--- src/hw/rtl/ottt_pkg.sv ---
// ----------------------------------------------------------------------------
// ottt_pkg
// Shared widths, operation codes, controller states and the command/status
// bundles that pass between the task table controller and its datapath.
// ----------------------------------------------------------------------------
package ottt_pkg;

    // Fixed field widths
    localparam int W_OP     = 3;
    localparam int W_ID     = 16;
    localparam int W_HANDLE = 16;
    localparam int W_SLOT   = 8;
    localparam int W_COUNT  = 5;
    localparam int W_DROP   = 8;
    localparam int W_PCT    = 7;

    // Occupancy is reported in percent; drop count saturates here
    localparam int unsigned   PCT_SCALE = 100;
    localparam logic [W_DROP-1:0] DROP_MAX = 8'hFF;

    // Operation codes (code 7 is undefined and fails)
    typedef enum logic [W_OP-1:0] {
        OP_APPEND     = 3'd0,
        OP_PULL_OWNER = 3'd1,
        OP_PULL_SLOT  = 3'd2,
        OP_PEEK       = 3'd3,
        OP_CLR_HANDLE = 3'd4,
        OP_CLR_RANGE  = 3'd5,
        OP_RELEASE    = 3'd6
    } t_op;

    // Controller states
    typedef enum logic [2:0] {
        S_IDLE,
        S_DECODE,
        S_SCAN_RD,
        S_SCAN_CHK,
        S_SHIFT_RD,
        S_SHIFT_WR,
        S_APPEND,
        S_FINISH
    } t_state;

    // Controller to datapath
    typedef struct packed {
        logic load_in;      // latch the accepted beat, clear result fields
        logic rd_en;        // read the table
        logic rd_sh;        // read address is shift pointer + 1 (else scan index)
        logic wr_shift;     // write read data one slot toward the head
        logic wr_append;    // write the new task at the tail
        logic occ_inc;
        logic occ_dec;
        logic idx_zero;
        logic idx_slot;
        logic idx_inc;
        logic sh_zero;
        logic sh_from_idx;
        logic sh_inc;
        logic cap_pull;     // capture pulled handle, mark it in use
        logic cap_peek;     // capture peeked owner
        logic set_fail;
        logic in_use_chk;   // drop in-use mark if covered by the range
        logic in_use_clr;
        logic drop_inc;
        logic load_out;     // move results into the output register
    } t_cmd;

    // Datapath to controller
    typedef struct packed {
        t_op  op;
        logic full;
        logic slot_ok;
        logic idx_end;
        logic sh_end;
        logic owner_hit;
        logic handle_hit;
        logic range_hit;
        logic range_bad;
    } t_sts;

endpackage

--- src/hw/rtl/ottt_if.sv ---
// ----------------------------------------------------------------------------
// ottt_in_if / ottt_out_if
// Valid/ready channels for task requests and their results.
// ----------------------------------------------------------------------------
interface ottt_in_if
    import ottt_pkg::*;
();
    logic                valid;
    logic                ready;
    logic [W_OP-1:0]     op;
    logic [W_ID-1:0]     owner_id;
    logic [W_HANDLE-1:0] msg_handle;
    logic [W_SLOT-1:0]   slot_index;
    logic [W_HANDLE-1:0] range_start;
    logic [W_HANDLE-1:0] range_end;

    modport source (
        output valid, op, owner_id, msg_handle, slot_index, range_start, range_end,
        input  ready
    );
    modport sink (
        input  valid, op, owner_id, msg_handle, slot_index, range_start, range_end,
        output ready
    );
endinterface

interface ottt_out_if
    import ottt_pkg::*;
();
    logic                valid;
    logic                ready;
    logic                status;
    logic [W_HANDLE-1:0] handle_out;
    logic [W_ID-1:0]     owner_out;
    logic [W_COUNT-1:0]  task_count;
    logic [W_DROP-1:0]   drop_total;
    logic [W_PCT-1:0]    peak_percent;

    modport source (
        output valid, status, handle_out, owner_out, task_count, drop_total,
        peak_percent,
        input  ready
    );
    modport sink (
        input  valid, status, handle_out, owner_out, task_count, drop_total,
        peak_percent,
        output ready
    );
endinterface

--- src/hw/rtl/owner_tagged_task_table.sv ---
// ----------------------------------------------------------------------------
// owner_tagged_task_table
// Ordered table of pending tasks (message handle + owner id) with append,
// pull by owner or slot, peek, clear by handle, range clear and release.
// ----------------------------------------------------------------------------
// One request is worked at a time. A request passes through accept, decode
// and result, plus the table walk: a scan visits entries with a read, then
// a compare, and a removal moves each later entry one slot toward the
// head with a read and a write per entry, both through the single read
// and single write port of the table memory. Release and requests refused
// at decode go from decode straight to the result. A new request is taken
// while the previous result still waits in the output register. task_count
// reports the low 5 bits of occupancy.
// ----------------------------------------------------------------------------
module owner_tagged_task_table
    import ottt_pkg::*;
#(
    parameter int TABLE_DEPTH  = 16,
    parameter int BUFFER_BYTES = 2048
) (
    input  logic     i_clk,
    input  logic     i_rst_n,
    ottt_in_if.sink  i_task,
    ottt_out_if.source o_res
);

    t_cmd w_cmd;
    t_sts w_sts;

    // Sequencer
    ottt_ctrl u_ctrl (
        .i_clk       (i_clk),
        .i_rst_n     (i_rst_n),
        .i_in_valid  (i_task.valid),
        .o_in_ready  (i_task.ready),
        .o_out_valid (o_res.valid),
        .i_out_ready (o_res.ready),
        .i_sts       (w_sts),
        .o_cmd       (w_cmd)
    );

    // Table and counters
    ottt_dp #(
        .TABLE_DEPTH  (TABLE_DEPTH),
        .BUFFER_BYTES (BUFFER_BYTES)
    ) u_dp (
        .i_clk          (i_clk),
        .i_rst_n        (i_rst_n),
        .i_cmd          (w_cmd),
        .o_sts          (w_sts),
        .i_op           (i_task.op),
        .i_owner_id     (i_task.owner_id),
        .i_msg_handle   (i_task.msg_handle),
        .i_slot_index   (i_task.slot_index),
        .i_range_start  (i_task.range_start),
        .i_range_end    (i_task.range_end),
        .o_status       (o_res.status),
        .o_handle_out   (o_res.handle_out),
        .o_owner_out    (o_res.owner_out),
        .o_task_count   (o_res.task_count),
        .o_drop_total   (o_res.drop_total),
        .o_peak_percent (o_res.peak_percent)
    );

    // Busy right after taking a beat
    a_busy_after_accept: assert property (@(posedge i_clk) disable iff (!i_rst_n)
        (i_task.valid && i_task.ready) |=> !i_task.ready)
        else $error("request taken while previous one still in progress");

    // Tail write only when the table has room
    a_append_room: assert property (@(posedge i_clk) disable iff (!i_rst_n)
        w_cmd.wr_append |-> !w_sts.full)
        else $error("append written into a full table");

    // Result loaded only into a free output register
    a_load_free: assert property (@(posedge i_clk) disable iff (!i_rst_n)
        w_cmd.load_out |-> (!o_res.valid || o_res.ready))
        else $error("result overwrote a beat not yet taken");

endmodule

--- src/hw/rtl/ottt_ctrl.sv ---
// ----------------------------------------------------------------------------
// ottt_ctrl
// Sequencer for the task table: decodes the latched request, walks the
// table for searches, runs the shift-toward-head removal, and hands the
// result to the output register once it is free.
// ----------------------------------------------------------------------------
module ottt_ctrl
    import ottt_pkg::*;
(
    input  logic i_clk,
    input  logic i_rst_n,
    input  logic i_in_valid,
    output logic o_in_ready,
    output logic o_out_valid,
    input  logic i_out_ready,
    input  t_sts i_sts,
    output t_cmd o_cmd
);

    t_state r_state;
    t_state n_state;
    logic   r_out_valid;
    logic   w_out_free;

    assign w_out_free  = !r_out_valid || i_out_ready;
    assign o_in_ready  = (r_state == S_IDLE);
    assign o_out_valid = r_out_valid;

    // State register
    always_ff @(posedge i_clk) begin
        if (!i_rst_n) begin
            r_state <= S_IDLE;
        end else begin
            r_state <= n_state;
        end
    end

    // Output register valid flag
    always_ff @(posedge i_clk) begin
        if (!i_rst_n) begin
            r_out_valid <= 1'b0;
        end else if (o_cmd.load_out) begin
            r_out_valid <= 1'b1;
        end else if (i_out_ready) begin
            r_out_valid <= 1'b0;
        end
    end

    // Next state
    always_comb begin
        n_state = r_state;
        case (r_state)
            S_IDLE: begin
                if (i_in_valid) n_state = S_DECODE;
            end
            S_DECODE: begin
                case (i_sts.op)
                    OP_APPEND:     n_state = i_sts.full ? S_SHIFT_RD : S_APPEND;
                    OP_PULL_OWNER: n_state = S_SCAN_RD;
                    OP_PULL_SLOT,
                    OP_PEEK:       n_state = i_sts.slot_ok ? S_SCAN_RD : S_FINISH;
                    OP_CLR_HANDLE: n_state = S_SCAN_RD;
                    OP_CLR_RANGE:  n_state = i_sts.range_bad ? S_FINISH : S_SCAN_RD;
                    default:       n_state = S_FINISH;
                endcase
            end
            S_SCAN_RD: begin
                n_state = i_sts.idx_end ? S_FINISH : S_SCAN_CHK;
            end
            S_SCAN_CHK: begin
                case (i_sts.op)
                    OP_PULL_OWNER: n_state = i_sts.owner_hit ? S_SHIFT_RD : S_SCAN_RD;
                    OP_PULL_SLOT:  n_state = S_SHIFT_RD;
                    OP_CLR_HANDLE: n_state = i_sts.handle_hit ? S_SHIFT_RD : S_SCAN_RD;
                    OP_CLR_RANGE:  n_state = i_sts.range_hit ? S_SHIFT_RD : S_FINISH;
                    default:       n_state = S_FINISH;
                endcase
            end
            S_SHIFT_RD: begin
                if (!i_sts.sh_end) begin
                    n_state = S_SHIFT_WR;
                end else begin
                    case (i_sts.op)
                        OP_APPEND:     n_state = S_APPEND;
                        OP_PULL_OWNER,
                        OP_PULL_SLOT:  n_state = S_FINISH;
                        default:       n_state = S_SCAN_RD;
                    endcase
                end
            end
            S_SHIFT_WR: n_state = S_SHIFT_RD;
            S_APPEND:   n_state = S_FINISH;
            S_FINISH: begin
                if (w_out_free) n_state = S_IDLE;
            end
            default:    n_state = S_IDLE;
        endcase
    end

    // Command outputs
    always_comb begin
        o_cmd = '0;
        case (r_state)
            S_IDLE: begin
                o_cmd.load_in = i_in_valid;
            end
            S_DECODE: begin
                case (i_sts.op)
                    OP_APPEND:     o_cmd.sh_zero = i_sts.full;
                    OP_PULL_OWNER: o_cmd.idx_zero = 1'b1;
                    OP_PULL_SLOT,
                    OP_PEEK: begin
                        o_cmd.idx_slot = i_sts.slot_ok;
                        o_cmd.set_fail = !i_sts.slot_ok;
                    end
                    OP_CLR_HANDLE: o_cmd.idx_zero = 1'b1;
                    OP_CLR_RANGE: begin
                        o_cmd.set_fail   = i_sts.range_bad;
                        o_cmd.in_use_chk = !i_sts.range_bad;
                        o_cmd.idx_zero   = !i_sts.range_bad;
                    end
                    OP_RELEASE:    o_cmd.in_use_clr = 1'b1;
                    default:       o_cmd.set_fail = 1'b1;
                endcase
            end
            S_SCAN_RD: begin
                o_cmd.rd_en    = !i_sts.idx_end;
                // owner search ran off the end without a match
                o_cmd.set_fail = i_sts.idx_end && (i_sts.op == OP_PULL_OWNER);
            end
            S_SCAN_CHK: begin
                case (i_sts.op)
                    OP_PULL_OWNER: begin
                        o_cmd.cap_pull    = i_sts.owner_hit;
                        o_cmd.sh_from_idx = i_sts.owner_hit;
                        o_cmd.idx_inc     = !i_sts.owner_hit;
                    end
                    OP_PULL_SLOT: begin
                        o_cmd.cap_pull    = 1'b1;
                        o_cmd.sh_from_idx = 1'b1;
                    end
                    OP_PEEK:       o_cmd.cap_peek = 1'b1;
                    OP_CLR_HANDLE: begin
                        o_cmd.sh_from_idx = i_sts.handle_hit;
                        o_cmd.idx_inc     = !i_sts.handle_hit;
                    end
                    OP_CLR_RANGE: begin
                        o_cmd.sh_from_idx = i_sts.range_hit;
                        o_cmd.drop_inc    = i_sts.range_hit;
                    end
                    default: ;
                endcase
            end
            S_SHIFT_RD: begin
                o_cmd.rd_en   = !i_sts.sh_end;
                o_cmd.rd_sh   = 1'b1;
                o_cmd.occ_dec = i_sts.sh_end;
            end
            S_SHIFT_WR: begin
                o_cmd.wr_shift = 1'b1;
                o_cmd.sh_inc   = 1'b1;
            end
            S_APPEND: begin
                o_cmd.wr_append = 1'b1;
                o_cmd.occ_inc   = 1'b1;
            end
            S_FINISH: begin
                o_cmd.load_out = w_out_free;
            end
            default: ;
        endcase
    end

endmodule

--- src/hw/rtl/ottt_dp.sv ---
// ----------------------------------------------------------------------------
// ottt_dp
// Task table datapath: the handle/owner memory with a registered read port,
// scan and shift pointers, occupancy, in-use mark, drop and peak counters,
// and the result/output registers.
// ----------------------------------------------------------------------------
module ottt_dp
    import ottt_pkg::*;
#(
    parameter int TABLE_DEPTH  = 16,
    parameter int BUFFER_BYTES = 2048
) (
    input  logic                i_clk,
    input  logic                i_rst_n,
    input  t_cmd                i_cmd,
    output t_sts                o_sts,
    input  logic [W_OP-1:0]     i_op,
    input  logic [W_ID-1:0]     i_owner_id,
    input  logic [W_HANDLE-1:0] i_msg_handle,
    input  logic [W_SLOT-1:0]   i_slot_index,
    input  logic [W_HANDLE-1:0] i_range_start,
    input  logic [W_HANDLE-1:0] i_range_end,
    output logic                o_status,
    output logic [W_HANDLE-1:0] o_handle_out,
    output logic [W_ID-1:0]     o_owner_out,
    output logic [W_COUNT-1:0]  o_task_count,
    output logic [W_DROP-1:0]   o_drop_total,
    output logic [W_PCT-1:0]    o_peak_percent
);

    localparam int CW = $clog2(TABLE_DEPTH + 1);   // counts 0..TABLE_DEPTH
    localparam int AW = $clog2(TABLE_DEPTH);       // table address
    localparam int SW = (CW > W_SLOT) ? CW : W_SLOT;
    localparam int DW = W_HANDLE + W_ID;
    localparam int EW = W_HANDLE + 1;

    // Latched request
    t_op                 r_op;
    logic [W_ID-1:0]     r_owner;
    logic [W_HANDLE-1:0] r_handle;
    logic [W_SLOT-1:0]   r_slot;
    logic [W_HANDLE-1:0] r_rs;
    logic [W_HANDLE-1:0] r_re;

    // Table storage, entry = {handle, owner}
    logic [DW-1:0]       r_mem [TABLE_DEPTH];
    logic [DW-1:0]       r_rdata;
    logic [W_HANDLE-1:0] w_rd_handle;
    logic [W_ID-1:0]     w_rd_owner;
    logic [AW-1:0]       w_rd_addr;
    logic [AW-1:0]       w_wr_addr;
    logic [DW-1:0]       w_wr_data;

    // Pointers and state
    logic [CW-1:0]       r_occ;
    logic [CW-1:0]       r_idx;
    logic [CW-1:0]       r_sh;
    logic [CW-1:0]       w_sh_next;
    logic [CW-1:0]       w_occ_inc;
    logic                r_iu_valid;
    logic [W_HANDLE-1:0] r_iu_handle;
    logic                w_iu_hit;
    logic [W_DROP-1:0]   r_drop;
    logic                w_drop_bump;
    logic [W_PCT-1:0]    r_peak;
    logic [W_PCT-1:0]    w_pct_lut [TABLE_DEPTH+1];

    // Per-request results
    logic                r_fail;
    logic [W_HANDLE-1:0] r_hout;
    logic [W_ID-1:0]     r_oout;

    // Occupancy-to-percent table, one entry per fill level
    for (genvar g = 0; g <= TABLE_DEPTH; g++) begin : g_pct
        localparam int unsigned PctVal = (g * PCT_SCALE) / TABLE_DEPTH;
        assign w_pct_lut[g] = W_PCT'(PctVal);
    end

    assign w_rd_handle = r_rdata[DW-1:W_ID];
    assign w_rd_owner  = r_rdata[W_ID-1:0];
    assign w_sh_next   = r_sh + CW'(1);
    assign w_occ_inc   = r_occ + CW'(1);
    assign w_rd_addr   = i_cmd.rd_sh ? w_sh_next[AW-1:0] : r_idx[AW-1:0];
    assign w_wr_addr   = i_cmd.wr_shift ? r_sh[AW-1:0] : r_occ[AW-1:0];
    assign w_wr_data   = i_cmd.wr_shift ? r_rdata : {r_handle, r_owner};
    assign w_iu_hit    = r_iu_valid && (r_iu_handle >= r_rs) && (r_iu_handle <= r_re);
    assign w_drop_bump = i_cmd.drop_inc || (i_cmd.in_use_chk && w_iu_hit);

    // Status back to the controller
    always_comb begin
        o_sts.op         = r_op;
        o_sts.full       = (r_occ >= CW'(TABLE_DEPTH));
        o_sts.slot_ok    = (SW'(r_slot) < SW'(r_occ));
        o_sts.idx_end    = (r_idx >= r_occ);
        o_sts.sh_end     = (w_sh_next >= r_occ);
        o_sts.owner_hit  = (w_rd_owner == r_owner);
        o_sts.handle_hit = (w_rd_handle == r_handle);
        o_sts.range_hit  = (w_rd_handle >= r_rs) && (w_rd_handle <= r_re);
        o_sts.range_bad  = ({1'b0, r_re} > EW'(BUFFER_BYTES - 1));
    end

    // Request latch
    always_ff @(posedge i_clk) begin
        if (i_cmd.load_in) begin
            r_op     <= t_op'(i_op);
            r_owner  <= i_owner_id;
            r_handle <= i_msg_handle;
            r_slot   <= i_slot_index;
            r_rs     <= i_range_start;
            r_re     <= i_range_end;
        end
    end

    // Table memory, one write and one registered read port
    always_ff @(posedge i_clk) begin
        if (i_cmd.wr_shift || i_cmd.wr_append) begin
            r_mem[w_wr_addr] <= w_wr_data;
        end
        if (i_cmd.rd_en) begin
            r_rdata <= r_mem[w_rd_addr];
        end
    end

    // Scan index and shift pointer
    always_ff @(posedge i_clk) begin
        if (i_cmd.idx_zero) begin
            r_idx <= '0;
        end else if (i_cmd.idx_slot) begin
            r_idx <= CW'(r_slot);
        end else if (i_cmd.idx_inc) begin
            r_idx <= r_idx + CW'(1);
        end
        if (i_cmd.sh_zero) begin
            r_sh <= '0;
        end else if (i_cmd.sh_from_idx) begin
            r_sh <= r_idx;
        end else if (i_cmd.sh_inc) begin
            r_sh <= w_sh_next;
        end
    end

    // Occupancy and peak percent
    always_ff @(posedge i_clk) begin
        if (!i_rst_n) begin
            r_occ  <= '0;
            r_peak <= '0;
        end else if (i_cmd.occ_inc) begin
            r_occ <= w_occ_inc;
            if (w_pct_lut[w_occ_inc] > r_peak) r_peak <= w_pct_lut[w_occ_inc];
        end else if (i_cmd.occ_dec) begin
            r_occ <= r_occ - CW'(1);
        end
    end

    // In-use mark and saturating drop count
    always_ff @(posedge i_clk) begin
        if (!i_rst_n) begin
            r_iu_valid  <= 1'b0;
            r_iu_handle <= '0;
            r_drop      <= '0;
        end else begin
            if (i_cmd.cap_pull) begin
                r_iu_valid  <= 1'b1;
                r_iu_handle <= w_rd_handle;
            end else if (i_cmd.in_use_clr || (i_cmd.in_use_chk && w_iu_hit)) begin
                r_iu_valid <= 1'b0;
            end
            if (w_drop_bump && (r_drop != DROP_MAX)) begin
                r_drop <= r_drop + W_DROP'(1);
            end
        end
    end

    // Per-request result fields
    always_ff @(posedge i_clk) begin
        if (i_cmd.load_in) begin
            r_fail <= 1'b0;
            r_hout <= '0;
            r_oout <= '0;
        end else begin
            if (i_cmd.set_fail) r_fail <= 1'b1;
            if (i_cmd.cap_pull) r_hout <= w_rd_handle;
            if (i_cmd.cap_peek) r_oout <= w_rd_owner;
        end
    end

    // Output register
    always_ff @(posedge i_clk) begin
        if (i_cmd.load_out) begin
            o_status       <= r_fail;
            o_handle_out   <= r_hout;
            o_owner_out    <= r_oout;
            o_task_count   <= W_COUNT'(r_occ);
            o_drop_total   <= r_drop;
            o_peak_percent <= r_peak;
        end
    end

endmodule

--- src/flat_wrapper.sv ---
// flat-port wrapper written by rule: the top's interface ports become plain ports
module owner_tagged_task_table_flat import ottt_pkg::*;
#(
    parameter int TABLE_DEPTH  = 16,
    parameter int BUFFER_BYTES = 2048
)
  (i_clk, i_rst_n, i_task_valid, i_task_op, i_task_owner_id, i_task_msg_handle, i_task_slot_index, i_task_range_start, i_task_range_end, i_task_ready, o_res_valid, o_res_status, o_res_handle_out, o_res_owner_out, o_res_task_count, o_res_drop_total, o_res_peak_percent, o_res_ready);
  ottt_in_if i_task_i ();
  ottt_out_if o_res_i ();
  input  logic i_clk;
  input  logic i_rst_n;
  input wire logic [$bits(i_task_i.valid)-1:0] i_task_valid;
  input wire logic [$bits(i_task_i.op)-1:0] i_task_op;
  input wire logic [$bits(i_task_i.owner_id)-1:0] i_task_owner_id;
  input wire logic [$bits(i_task_i.msg_handle)-1:0] i_task_msg_handle;
  input wire logic [$bits(i_task_i.slot_index)-1:0] i_task_slot_index;
  input wire logic [$bits(i_task_i.range_start)-1:0] i_task_range_start;
  input wire logic [$bits(i_task_i.range_end)-1:0] i_task_range_end;
  output wire logic [$bits(i_task_i.ready)-1:0] i_task_ready;
  output wire logic [$bits(o_res_i.valid)-1:0] o_res_valid;
  output wire logic [$bits(o_res_i.status)-1:0] o_res_status;
  output wire logic [$bits(o_res_i.handle_out)-1:0] o_res_handle_out;
  output wire logic [$bits(o_res_i.owner_out)-1:0] o_res_owner_out;
  output wire logic [$bits(o_res_i.task_count)-1:0] o_res_task_count;
  output wire logic [$bits(o_res_i.drop_total)-1:0] o_res_drop_total;
  output wire logic [$bits(o_res_i.peak_percent)-1:0] o_res_peak_percent;
  input wire logic [$bits(o_res_i.ready)-1:0] o_res_ready;
  assign i_task_i.valid = i_task_valid;
  assign i_task_i.op = i_task_op;
  assign i_task_i.owner_id = i_task_owner_id;
  assign i_task_i.msg_handle = i_task_msg_handle;
  assign i_task_i.slot_index = i_task_slot_index;
  assign i_task_i.range_start = i_task_range_start;
  assign i_task_i.range_end = i_task_range_end;
  assign i_task_ready = i_task_i.ready;
  assign o_res_valid = o_res_i.valid;
  assign o_res_status = o_res_i.status;
  assign o_res_handle_out = o_res_i.handle_out;
  assign o_res_owner_out = o_res_i.owner_out;
  assign o_res_task_count = o_res_i.task_count;
  assign o_res_drop_total = o_res_i.drop_total;
  assign o_res_peak_percent = o_res_i.peak_percent;
  assign o_res_i.ready = o_res_ready;
  owner_tagged_task_table #(.TABLE_DEPTH(TABLE_DEPTH), .BUFFER_BYTES(BUFFER_BYTES)) u_core (.i_clk(i_clk), .i_rst_n(i_rst_n), .i_task(i_task_i), .o_res(o_res_i));
endmodule
--- config.mk ---
export PLATFORM = sky130hd
export DESIGN_NAME = owner_tagged_task_table_flat
export DESIGN_NICKNAME = d
export VERILOG_FILES = /design/src/hw/rtl/ottt_pkg.sv /design/src/hw/rtl/ottt_if.sv /design/src/hw/rtl/owner_tagged_task_table.sv /design/src/hw/rtl/ottt_ctrl.sv /design/src/hw/rtl/ottt_dp.sv /design/src/flat_wrapper.sv
export SDC_FILE = /design/constraint.sdc
export NUM_CORES = 1
export LEC_CHECK = 0
export ABC_AREA = 1
export BUFFER_PORTS_ARGS = -buffer_cell sky130_fd_sc_hd__buf_2
export CAP_MARGIN = 40
export CORE_UTILIZATION = 45
export DETAILED_ROUTE_END_ITERATION = 8
export PLACE_DENSITY = 0.61
export SYNTH_ARGS = -nofsm -noshare
export SYNTH_HDL_FRONTEND = slang
export SYNTH_SLANG_ARGS = --single-unit
--- constraint.sdc ---
create_clock -name i_clk -period 8.79 [get_ports i_clk]
set_clock_uncertainty 0.15 [all_clocks]
set_input_delay 1.3185 -clock i_clk [delete_from_list [all_inputs] [get_ports i_clk]]
set_output_delay 1.3185 -clock i_clk [all_outputs]
set_load 0.03 [all_outputs]
# After elaboration in Yosys (flattened, before gate mapping)
# Memory sizes are Yosys's and may differ from the RTL's. A register that Yosys moved wholly into a read port is not among the register bits.
# Cells that the tools add are included.
[totals]
output_inout_bits = 55
ff_bits = 212
inputBits = 79
elab_cells = 148
mem_count = 2
rom_bits = 224
ram_bits = 512
[memory_table]
columns = ["name", "words", "width", "rd", "rd_clocked_by_memory_dff", "write_ports", "line_no", "rtl"]
rows = [
  ["u_core.u_dp.r_mem", 16, 32, 1, 1, 1, "ottt_dp.sv:46", "logic [DW-1:0] r_mem [TABLE_DEPTH];"],
  ["(no name shown)", 32, 7, 1, 0, 0, "ottt_dp.sv:149", "if (w_pct_lut[w_occ_inc] > r_peak) r_peak <= w_pct_lut[w_occ_inc];"],
]
[classes]
add_sub_neg = 5
eq_ne = 18
n_reduce_logical = 30
magnitude_cmp = 11
muxes = 57
bitwise = 1
[ops]
columns = ["op", "count"]
rows = [
  ["== test 16 bit", 2],
  [">= comparator 16 bit", 2],
  ["less-or-equal comparator 16 bit", 2],
  ["two-way mux 32 bit", 1],
  ["two-way mux 5 bit", 6],
  ["two-way mux 3 bit", 8],
  ["case mux 3 bit (4 select lines)", 2],
  ["case mux 3 bit (8 select lines)", 1],
  ["== test 3 bit, second input constant", 7],
  ["two-way mux 1 bit", 21],
  ["> comparator 16 x 11 -> 1 bit, second input constant", 1],
  ["adder 5 x 1 -> 5 bit, second input constant", 3],
  ["two-way mux 7 bit", 2],
  ["== test 3 x 2 -> 1 bit, second input constant", 4],
  ["two-way mux 2 bit", 6],
  [">= comparator 5 bit", 2],
  ["case mux 1 bit (2 select lines)", 5],
  ["nonzero test 2 bit", 5],
  ["adder 8 x 1 -> 8 bit, second input constant", 1],
  ["less-than comparator 8 x 5 -> 1 bit", 1],
  ["two-way mux 4 bit", 2],
  ["!= test 8 bit, second input constant", 1],
  ["> comparator 7 bit", 1],
  ["logical NOT 1 bit", 7],
  ["other kinds (15)", 29],
]

# Logic depth before layout (Yosys ltp)
# Gate-level depths: netlist of the first run.
[depth]
word_depth = 8
mapped_depth = 19
mapped_depth_nobuf = 18

# By module
# From an unflattened synthesis of the first run, not the netlist that was laid out.
[unflattened]
cells_unflattened = 2567
hier_area_um2 = 31620.3
[by_module_without_submodules]
columns = ["module", "area_per_inst_um2", "cells_each", "seq_area_each_um2", "instances"]
rows = [
  ["ottt_dp", 31004.7, 2462, 21780.9, 1],
  ["ottt_ctrl", 615.6, 105, 80.1, 1],
]

# Worst setup path after synthesis of the first run
# OpenSTA, ideal clock, no wires.
[synth_path]
kind = "input -> register"
from = "input port o_res_ready"
to = "register u_core.u_dp.o_drop_total[0], enable pin"
path_buffers = 0
required_time_ns = 8.045
setup_slack_ns = 1.651
setup_time_ns = 0.595
t_arrival_ns = 6.394
stages = 2
cell_sequence = "nor2_1 -> nor4_1"
[synth_lines]
columns = ["element", "line_no", "rtl"]
rows = [
  ["from (decl)", "flat_wrapper.sv:27", "input wire logic [$bits(o_res_i.ready)-1:0] o_res_ready;"],
  ["to (signal assigned)", "ottt_dp.sv:194", "o_drop_total <= r_drop;"],
  ["to (decl)", "ottt_dp.sv:27", "output logic [W_DROP-1:0] o_drop_total,"],
]

# Final worst setup path of the first run
[layout_path]
from = "register u_core.u_dp.r_sh[0]"
to = "register u_core.u_dp.r_rdata[1], read port of u_core.u_dp.r_mem, data pin"
[layout_via]
elab_chain_len = 4
elab_cells_between_ends = 5
classes_between = "add/sub (1); order compare (1); mux (2); reduce/logical (1)"
[layout_lines]
columns = ["element", "line_no", "rtl"]
rows = [
  ["from (decl)", "ottt_dp.sv:57", "logic [CW-1:0] r_sh;"],
  ["from (signal assigned)", "ottt_dp.sv:136", "r_sh <= r_idx;"],
  ["from (signal assigned)", "ottt_dp.sv:138", "r_sh <= w_sh_next;"],
  ["adder 5 x 1 -> 5 bit *", "ottt_dp.sv:81", "assign w_sh_next = r_sh + CW'(1);"],
  [">= comparator 5 bit", "ottt_dp.sv:95", "o_sts.sh_end = (w_sh_next >= r_occ);"],
  ["logical NOT 1 bit", "ottt_ctrl.sv:155", "o_cmd.rd_en = !i_sts.sh_end;"],
  ["case mux 1 bit (2 select lines)", "ottt_ctrl.sv:103", "case (r_state)"],
  ["to (decl)", "ottt_dp.sv:47", "logic [DW-1:0] r_rdata;"],
]
# Mark *: on every way between the ends. The rest lies on a longest branch, timed or not.
# A chain may end at the register's enable or synchronous reset.

==> metrics, run 1 <==
status finished, final reports clean; Die X between 200 and 300 um; startpoint types flip-flop; synth top area cells edfxtp_1 64%, dfxtp_1 5.3%, o21ai_0 4.6%; global route overflow 0; Die ar. 0.07149 mm2; routed vias/inst around 5.6; Synth area leader edfxtp_1; hold buffers post-CTS 0; initial antenna violation count 0; Detail Placement HPWL 49.51 mm; Worst Path Max Fanout 77; CP Capture Type flip-flop; period utilisation layout 43.55%; Seq. cell area 0.02186 mm2; Least-Margin Pin Slew 0.9475 ns; syn_nets 2,847; Final min period 3.828 ns; worst-path cell chain ha_1 > inv_1 > o21ai_4 > buf_4 > inv_2 > buf_16 > buf_4 > o21ai_0 > o221ai_1 > o211ai_1 > nand2_1; CP max stage cell buf_4; Ys Warns 0; Worst Path Required about 9.1 ns; worst hold path class reg -> reg; Fin Setup TNS 0 ns; Post-DP Area 0.03384 mm2; Post-Syn Area per Cell 11.85 um2; Distinct cells, synth 42; hold slack 0.2807 ns; crit path kind reg -> reg; Clock Sink Count 756; Worst-Skew Late Latency between 0.6 and 0.7 ns; Syn Inst Count 2,675; Post-CTS Setup Bufs 0; Leak roughly 13 nW; Placed Cells between 3k and 4k; crit path DAT 4.17 ns; Starting Density around 46%; CTS tree done; Max-cap violations 0; GR Util met2 36.10%; total routed wirelength 80.88 mm; all-layer global routing usage 22.64%; Most Crowded Layer GR met2; #FFs+latches synth 756; fraction of layout instances using a drive strength above 1 12.30%; sequential fraction of the synthesis area between 60 and 70%; cell area after layout 0.03639 mm2; commonest non-fill, non-tap cell in the layout edfxtp_1; CTS root buf clkbuf_16; Final Max Slew Viols 0; Placement Rows 96; met3 usage around 3.7%; vias between 20k and 25k; post-route insts no fill ~3.8k; CTS buffer count 80; chip height 267.4 um; P&R area growth vs syn 14.84%; unrepaired setup endpoints after global routing no; Critical Path Max Stage Delay around 0.72 ns; vias in the first global route roughly 21k; mapped cell area 0.03169 mm2; Worst-path clk slew 0.06 ns; M1 GR Usage between 30% and 40%; IO buf count 133; CTS Buffer Depth 3; most used cell, CP buf_4; Avg WL per Cell about 21 um; Total Power 11.65 mW; routability congestion estimate 0.9026; pwr/cell area roughly 320 mW/mm2; area taken by multi-input logic gates 0.008720 mm2; DRT Pass-1 Iters 5; ANT nets after route 0; maximum vdd ir drop 0.1872 mV; core area roughly 0.069 mm2; final hold viol count 0; largest net degree at the start of global routing 94; post-synth top area share 63.68%; number of I/O pins between 100 and 150; DRC 0; first-pass GRT wire length 122.3 mm; initial DRC count roughly 2.1k; Layout Nets 2,998; htree depth 3; Final setup viols 0; Max Fclk between 200 and 300 MHz; slew margin rel. a little over a third; commonest non-fill, non-tap cells in the layout 672 x edfxtp_1, 389 x nand2_1, 336 x nor2_1; FILL cells 5,878; post_cts resized 0
Yosys cell counts, drive strengths merged:
library cell    n
a211oi          1
a21o            3
a21oi         106
a31oi           5
buf            71
clkbuf         58
clkinv          4
dfxtp          84
edfxtp        672
ha             93
inv           182
nand2         391
nand3          84
nand4          23
nor2          356
nor3           13
nor4            1
o211ai         40
o21a            3
o21ai         319
o21bai          2
o221ai         91
o22ai          48
o311ai          2
or2             1
xnor2           4
xor2           18
flip-flops by register name (all words and copies together) (netlist names), 8 cells and up:
register	flops
u_core.u_dp.r_rdata	32
u_core.u_dp.r_rs	16
u_core.u_dp.r_re	16
u_core.u_dp.o_owner_out	16
u_core.u_dp.r_oout	16
u_core.u_dp.r_slot	8
u_core.u_dp.r_handle	16
u_core.u_dp.o_handle_out	16
u_core.u_dp.r_owner	16
u_core.u_dp.r_mem	512
u_core.u_dp.r_iu_handle	16
u_core.u_dp.r_drop	8
u_core.u_dp.r_hout	16
u_core.u_dp.o_drop_total	8
worst max-delay path: cells and delay by family (launching register included):
| family | cells | cell delay (ns) |
|---|---|---|
| AOI/OAI and AO/OA | 4 | 0.70 |
| adders and majority gates | 1 | 0.32 |
| buffers and inverters | 5 | 1.87 |
| DFF | 1 | 0.47 |
| and+or+nand+nor | 1 | 0.10 |
path summary, 6_finish.rpt:
path	cells past startpoint	startpoint	endpoint	slack, ns
worst max-delay path	11	u_core.u_dp.r_sh[0]	u_core.u_dp.r_rdata[1]	4.96
worst min-delay path	0	u_core.u_dp.r_hout[4]	u_core.u_dp.o_handle_out[4]	0.28
worst max register to register	11	u_core.u_dp.r_sh[0]	u_core.u_dp.r_rdata[1]	4.96
worst min register to register	0	u_core.u_dp.r_hout[4]	u_core.u_dp.o_handle_out[4]	0.28
area by class of cell:
type,count,share of cell area [%]
diodes,1,0.006876
clock inverters,42,1.117
well taps,931,3.201
repair buffers,198,3.823
inverters,186,1.936
flip-flops and latches,756,60.07
clock buffers,101,5.889
multi-input cells,1604,23.96
routing by layer:
layer	part of all wire, %	vias to the layer above
met3	7.7	134
met4	2.5	0
li1	-	9946
met1	44	10500
met2	46	875
met5	0	-
kinds of logic (layout without fill, tap and decap cells):
logic type	Yosys count	count (layout)	share of synthesized area [%]
AOI/OAI and AO/OA	620	620	11.56
xor gates and xnor gates	22	22	0.6080
adders and majority gates	93	93	3.672
buffers and inverters	315	527	4.075
DFF	756	756	68.98
other	0	1	0
and+or+nand+nor	869	869	11.10
stage by stage:
step / utilization [%] / worst slack, ns
floorplan: - / 1.651
global placement: 48.43 / 4.929
detailed placement: 48.91 / 5.041
CTS: 52.60 / 5.034
global route: 52.60 / 4.760
finish: 52.60 / 4.962
power breakdown:
group          total [mW]  switching [mW]  internal (mW)
clock network        3.29            1.38           1.91
logic                3.60            2.50           1.10
registers            4.76           0.258           4.50
total                11.7            4.15           7.51
Note: power is estimated with default switching activity, not from simulation.
==> run 2: changes to the inputs <==
--- a/config.mk
+++ b/config.mk
@@ -5,7 +5,7 @@
 export SDC_FILE = /design/constraint.sdc
 export NUM_CORES = 1
 export LEC_CHECK = 0
-export ABC_AREA = 1
+export ABC_AREA = 0
 export BUFFER_PORTS_ARGS = -buffer_cell sky130_fd_sc_hd__buf_2
 export CAP_MARGIN = 40
 export CORE_UTILIZATION = 45
==> constraint.sdc (replaced) <==
create_clock -name i_clk -period 3.8 [get_ports i_clk]
set_clock_uncertainty 0.15 [all_clocks]
set_input_delay 0.57 -clock i_clk [delete_from_list [all_inputs] [get_ports i_clk]]
set_output_delay 0.57 -clock i_clk [all_outputs]
set_load 0.03 [all_outputs]
==> metrics, run 2 <==
Final Max Slew Viols 0 (unchanged); Worst Reg-to-Reg Cells 14 (+3); Ys Warns 0 (unchanged); Fin Setup TNS 0 ns (unchanged); CTS Buffer Depth 3 (unchanged); worst-path cell chain inv_1 > ha_1 > xnor2_1 > xnor2_1 > or2_2 > a21oi_1 > ha_1 > o21a_1 > o211ai_1 > a21boi_0 > o221ai_1 > buf_4 > nor2_1 > a211oi_1; CTS buffer count 79 (-1.3%); Final min period 3.507 ns (-0.3209 ns); Least-Margin Pin Slew 1.019 ns (+0.07143 ns); synth top area cells edfxtp_1 63%, a211oi_1 5.4%, dfxtp_1 5.3%; all-layer global routing usage 21.62% (-1.0 points); routed vias/inst 5.573 (-0.80%); Worst-path clk slew 0.06 ns (about the same); post-synth top area share 63.10% (-0.58 points); Seq. cell area 0.02186 mm2 (unchanged); worst hold path cell count 3 (+3); Worst-Skew Late Latency 0.63 ns (about the same); CP Capture Type flip-flop; status finished, final reports clean; sequential fraction of the synthesis area 68.36% (-0.62 points); P_sw 8.421 mW (+100%); post_cts resized 0 (unchanged); Internal 17.22 mW (+130%); Post-Syn Area per Cell 13.70 um2 (+16%); initial antenna violation count 0 (unchanged); ANT nets after route 0 (unchanged); DRT Pass-1 Iters 7 (+2); Top reg by flops u_core.u_dp.r_mem; reg-to-reg startpoint u_core.u_dp.r_occ[1]; startpoint types flip-flop; Synth area leader edfxtp_1; Max-cap violations 0 (unchanged); final hold viol count 0 (unchanged); crit path DAT 3.89 ns (-0.28 ns); fraction of layout instances using a drive strength above 1 14.19% (+1.9 points); commonest non-fill, non-tap cells in the layout 672 x edfxtp_1, 260 x nand2_1, 231 x a211oi_1; CP max stage cell dfxtp_1; Max Fclk 285.2 MHz (+9.2%); Setup WS post-layout 0.2931 ns (-4.669 ns); R2R Path End u_core.u_dp.r_peak[5]; EDFF count, synth 672 (unchanged); IO buf count 133 (unchanged); routability congestion estimate 0.8852 (-1.9%); #FFs+latches synth 756 (unchanged); crit path kind reg -> reg; Final setup viols 0 (unchanged); Top FF cell, synth edfxtp_1; Syn Inst Count 2,334 (-13%); maximum vdd ir drop 0.4579 mV (+140%); Detail Placement HPWL 45.61 mm (-7.9%); Clock Sink Count 756 (unchanged); mapped cell area 0.03198 mm2 (+0.91%); syn_nets 2,506 (-12%); Worst Path Max Fanout 14 (-82%); Worst Path Required 4.19 ns (-4.94 ns); Placement Rows 97 (+1.0%); FFs w/ async S/R, synth 0% (unchanged); max reg flops 512 (unchanged); initial DRC count 1,652 (-23%); sequential power share 42.4% (+1.6 points); Die ar. 0.07214 mm2 (+0.90%); Avg WL per Cell 21.86 um (+3.2%); chip height 268.6 um (+0.45%); Hold Crit Endpoint u_core.u_ctrl.r_state[0]; Distinct cells, synth 69 (+64%); slew margin rel. 32.07% (-4.0 points); worst hold path class in -> reg; Layout Nets 2,740 (-8.6%); largest net degree at the start of global routing 78 (-17%); Leak 13.40 nW (+2.4%); Clk pwr share 29.4% (+1.1 points); core area 0.07015 mm2 (+1.4%); DP Worst Slack 0.2975 ns (-4.744 ns); synth cell count leaders 672 x edfxtp_1, 261 x nand2_1, 231 x a211oi_1; Total Power 25.64 mW (+120%); vias 19.90k (-7.3%); CTS root buf clkbuf_16; P&R area growth vs syn 17.53%; Gate power share 28.2% (-2.7 points); Critical Path Max Stage Delay 0.48 ns (-0.24 ns); internal reg-to-reg setup slack 0.29 ns (-4.67 ns); FILL cells 5,821 (-0.97%); Net Sw Frac 32.85% (-2.7 points); Hold Startpoint i_task_valid; area taken by multi-input logic gates 0.009485 mm2 (+8.8%); number of I/O pins 134 (unchanged); pwr/cell area 682.1 mW/mm2 (+110%); DRC 0 (unchanged); biggest regs u_core.u_dp.r_mem (512), u_core.u_dp.r_rdata (32); count leader, synth edfxtp_1; vias in the first global route 19.51k (-5.4%); unrepaired setup endpoints after global routing no; CTS tree done; Starting Density 45.59% (-0.22 points); commonest non-fill, non-tap cell in the layout edfxtp_1; first-pass GRT wire length 116.4 mm (-4.8%); Die X 268.6 um (+0.45%); global route overflow 0 (unchanged); htree depth 3 (unchanged); total routed wirelength 78.04 mm (-3.5%); period utilisation layout 92.29% (+49 points)
run 2: final cells by class:
cell class	count	area share [%]
Inverter	51	0.5093
Clock buffer	106	5.716
Multi-Input combinational cell	1394	25.24
Tap cell	940	3.129
Sequential cell	756	58.16
Clock inverter	36	0.9887
Antenna cell	1	0.006658
Timing Repair Buffer	286	6.249
run 2: metal layers:
metal	track usage (%)	share of wire, %
met5	0	0
met4	7.294	2.5
met3	3.543	6.3
met2	35.58	48
met1	29.11	44
run 2: how the worst max path moves through the flow:
stage / from / end / slack, ns / cells after the start
after floorplan: u_core.u_dp.r_occ[2] / u_core.u_dp.r_rdata[0] / 0.12 / 9
final: u_core.u_dp.r_occ[1] / u_core.u_dp.r_peak[5] / 0.29 / 14
after global placement: u_core.u_dp.r_occ[1] / u_core.u_dp.r_peak[6] / 0.38 / 14
after global routing: u_core.u_dp.r_occ[1] / u_core.u_dp.r_peak[6] / 0.03 / 14
after detailed placement: u_core.u_dp.r_occ[1] / u_core.u_dp.r_peak[5] / 0.30 / 14
after CTS: u_core.u_dp.r_occ[1] / u_core.u_dp.r_peak[5] / 0.29 / 14
run 2: what timing repair did:
action                                 in CTS  in global routing
hold buffers                               75                  0
setup endpoints to repair                   0                  0
buffers inserted                            0                  0
endpoints found under the hold margin      75                  0
run 2: worst max-delay path, delay by kind of cell, from the launching register on:
kind,cells,cell delay (ns)
flops,1,0.48
buf+inv,2,0.45
fa+ha+maj,2,0.71
compound gates,6,0.97
xor+xnor,2,0.30
simple gates,2,0.36
run 2: cell families (layout without fill, tap and decap cells):
logic type               count (synthesis)  after routing  synth area share, %
AO/OA/AOI/OAI                          507            507                10.73
other                                    0              1                    0
buffers and inverters                  184            479                2.610
XOR/XNOR                                54             54                1.479
adder cells (fa/ha/maj)                 94             94                3.670
multiplexers                           120            120                3.776
AND/OR/NAND/NOR                        619            619                9.378
flip-flops                             756            756                68.36
run 2: power by group through the flow:
stage / clock, mW / combinational, mW / sequential (mW)
3_5_place_dp: 0 / 7.16 / 11.0
6_report: 7.54 / 7.22 / 10.9
5_1_grt: 8.01 / 7.95 / 10.9
2_1_floorplan: 0 / 4.95 / 10.8
4_1_cts: 7.70 / 7.25 / 10.9
3_3_place_gp: 0 / 6.98 / 11.0
run 2: metrics by stage:
step	hold slack (ns)	std cells	instance area, um2	utilization, %
after floorplan	0.2564	2334	31980	-
after global placement	0.2661	3347	34280	48.86
after detailed placement	0.2691	3352	34310	48.91
after CTS	0.06249	3569	37580	53.57
after global routing	0.1338	3569	37580	53.57
final	0.09967	3570	37580	53.58
==> run 3: changes to the inputs <==
--- a/config.mk
+++ b/config.mk
@@ -10,7 +10,7 @@
 export CAP_MARGIN = 40
 export CORE_UTILIZATION = 45
 export DETAILED_ROUTE_END_ITERATION = 8
-export PLACE_DENSITY = 0.61
+export PLACE_DENSITY = 0.7
 export SYNTH_ARGS = -nofsm -noshare
 export SYNTH_HDL_FRONTEND = slang
 export SYNTH_SLANG_ARGS = --single-unit
==> metrics, run 3 (synthesis gave the netlist of run 2 again) <==
status finished, final reports clean; Final setup viols 0 (unchanged); Max-cap violations 0 (unchanged); slew margin rel. 32.84% (+0.77 points); unrepaired setup endpoints after global routing no; Least-Margin Pin Slew 1.007 ns (-0.01162 ns); Post-CTS Setup Bufs 0 (unchanged); Leak 13.35 nW (-0.37%); Worst-Skew Late Latency 0.62 ns (about the same); chip height 268.6 um (unchanged); Clock Sink Count 756 (unchanged); Die ar. 0.07214 mm2 (unchanged); ANT nets after route 0 (unchanged); Final Max Slew Viols 0 (unchanged); internal reg-to-reg setup slack 0.26 ns (-0.03 ns); Total Power 25.33 mW (-1.2%); P&R area growth vs syn 17.44% (about the same); CTS tree done; vias in the first global route 19.79k (+1.4%); all-layer global routing usage 21.07% (-0.55 points); routability congestion estimate 0.8848 (about the same); crit path kind reg -> reg; Starting Density 45.59% (unchanged); final core occ 53.54% (about the same); initial DRC count 1,542 (-6.7%); DRC 0 (unchanged); CP Capture Type flip-flop; fraction of layout instances using a drive strength above 1 14.23% (+0.043 points); CTS root buf clkbuf_16; pwr/cell area 674.4 mW/mm2 (-1.1%); total routed wirelength 76.16 mm (-2.4%); IO buf count 133 (unchanged); Max Fclk 282.6 MHz (-0.88%); Fin Setup TNS 0 ns (unchanged); Detail Placement HPWL 44.13 mm (-3.2%); global route overflow 0 (unchanged); crit path DAT 3.90 ns (about the same); final hold viol count 0 (unchanged); Placement Rows 97 (unchanged); CTS buffer count 76 (-3.8%); Avg WL per Cell 21.38 um (-2.2%); largest net degree at the start of global routing 93 (+19%); FILL cells 5,684 (-2.4%); initial antenna violation count 0 (unchanged); Worst Path Required 4.16 ns (-0.03 ns); commonest non-fill, non-tap cell in the layout edfxtp_1; vias 20.07k (+0.89%); DRT Pass-1 Iters 7 (unchanged); htree depth 3 (unchanged); Top reg by flops u_core.u_dp.r_mem; routed vias/inst 5.635 (+1.1%); Worst-path clk slew 0.06 ns (about the same); first-pass GRT wire length 114.5 mm (-1.6%); post_cts resized 0 (unchanged); Worst Path Max Fanout 14 (unchanged); CTS Buffer Depth 3 (unchanged); hold buffers post-CTS 72 (-4.0%); number of I/O pins 134 (unchanged); biggest regs u_core.u_dp.r_mem (512), u_core.u_dp.r_rdata (32); Die X 268.6 um (unchanged); maximum vdd ir drop 0.3871 mV (-15%); period utilisation layout 93.11% (+0.82 points); Post-DP Area 0.03441 mm2 (+0.27%); Layout Nets 2,733 (-0.26%); cell area after layout 0.03756 mm2 (about the same); Final min period 3.538 ns (+0.03124 ns); commonest non-fill, non-tap cells in the layout 672 x edfxtp_1, 261 x nand2_1, 231 x a211oi_1; worst hold path class in -> reg; startpoint types flip-flop; max reg flops 512 (unchanged); hold slack 0.03609 ns (-0.06358 ns); core area 0.07015 mm2 (unchanged)
-- run 3: cell count changes in the layout (fill, tap and decap cells not counted), sizes merged --
cell / delta
clkinvlp: +5
buf: -1
clkinv: +3
dlygate4sd3: -3
clkbuf: -13
inv: +1
-- run 3: per-stage QoR --
stage	std cells	setup slack, ns
finish	3562	0.2618
global placement	3348	0.4159
detailed placement	3351	0.3257
floorplan	2334	0.1202
global route	3561	0.04479
CTS	3561	0.3131
-- run 3: layout make-up --
type | count | area [um2] | area share, %
multi-input cells | 1394 | 9483 | 25.25
clock inverters | 45 | 420.4 | 1.119
inverters | 51 | 191.4 | 0.5097
well taps | 940 | 1176 | 3.132
flip-flops and latches | 756 | 21860 | 58.21
clock buffers | 93 | 2007 | 5.344
repair buffers | 282 | 2415 | 6.430
diodes | 1 | 2.502 | 0.006663
-- run 3: routing by layer --
layer | global-route usage [%] | vias to the layer above | wire length (um)
met4 | 8.031 | 0 | 2200
met1 | 27.18 | 9932 | 31740
met5 | 0 | - | 0
met2 | 36.00 | 701 | 37410
li1 | - | 9293 | -
met3 | 2.950 | 146 | 4813
-- run 3: worst max-delay path, cell delays in order (launching register included) --
cell	delay [ns]
dfxtp_1	0.50
inv_1	0.24
ha_1	0.42
xnor2_1	0.24
xnor2_1	0.09
or2_2	0.29
a21oi_1	0.18
ha_1	0.28
o21a_1	0.12
o211ai_1	0.16
a21boi_0	0.13
o221ai_1	0.18
buf_4	0.21
nor2_1	0.06
a211oi_1	0.21
-- run 3: report_power, final --
| group | switching, mW | total (mW) | internal, mW | leakage, nW |
|---|---|---|---|---|
| Sequential | 0.593 | 10.9 | 10.3 | 6.76 |
| Clock | 3.10 | 7.29 | 4.19 | 1.18 |
| Combinational | 4.58 | 7.16 | 2.58 | 5.41 |
-- run 3: path summary, 6_finish.rpt --
path	cells past startpoint	from	to
worst min-delay path	1	i_task_msg_handle[2]	u_core.u_dp.r_handle[2]
worst max register to register	14	u_core.u_dp.r_occ[1]	u_core.u_dp.r_peak[5]
worst max-delay path	14	u_core.u_dp.r_occ[1]	u_core.u_dp.r_peak[5]
worst min register to register	0	u_core.u_dp.r_hout[8]	u_core.u_dp.o_handle_out[8]
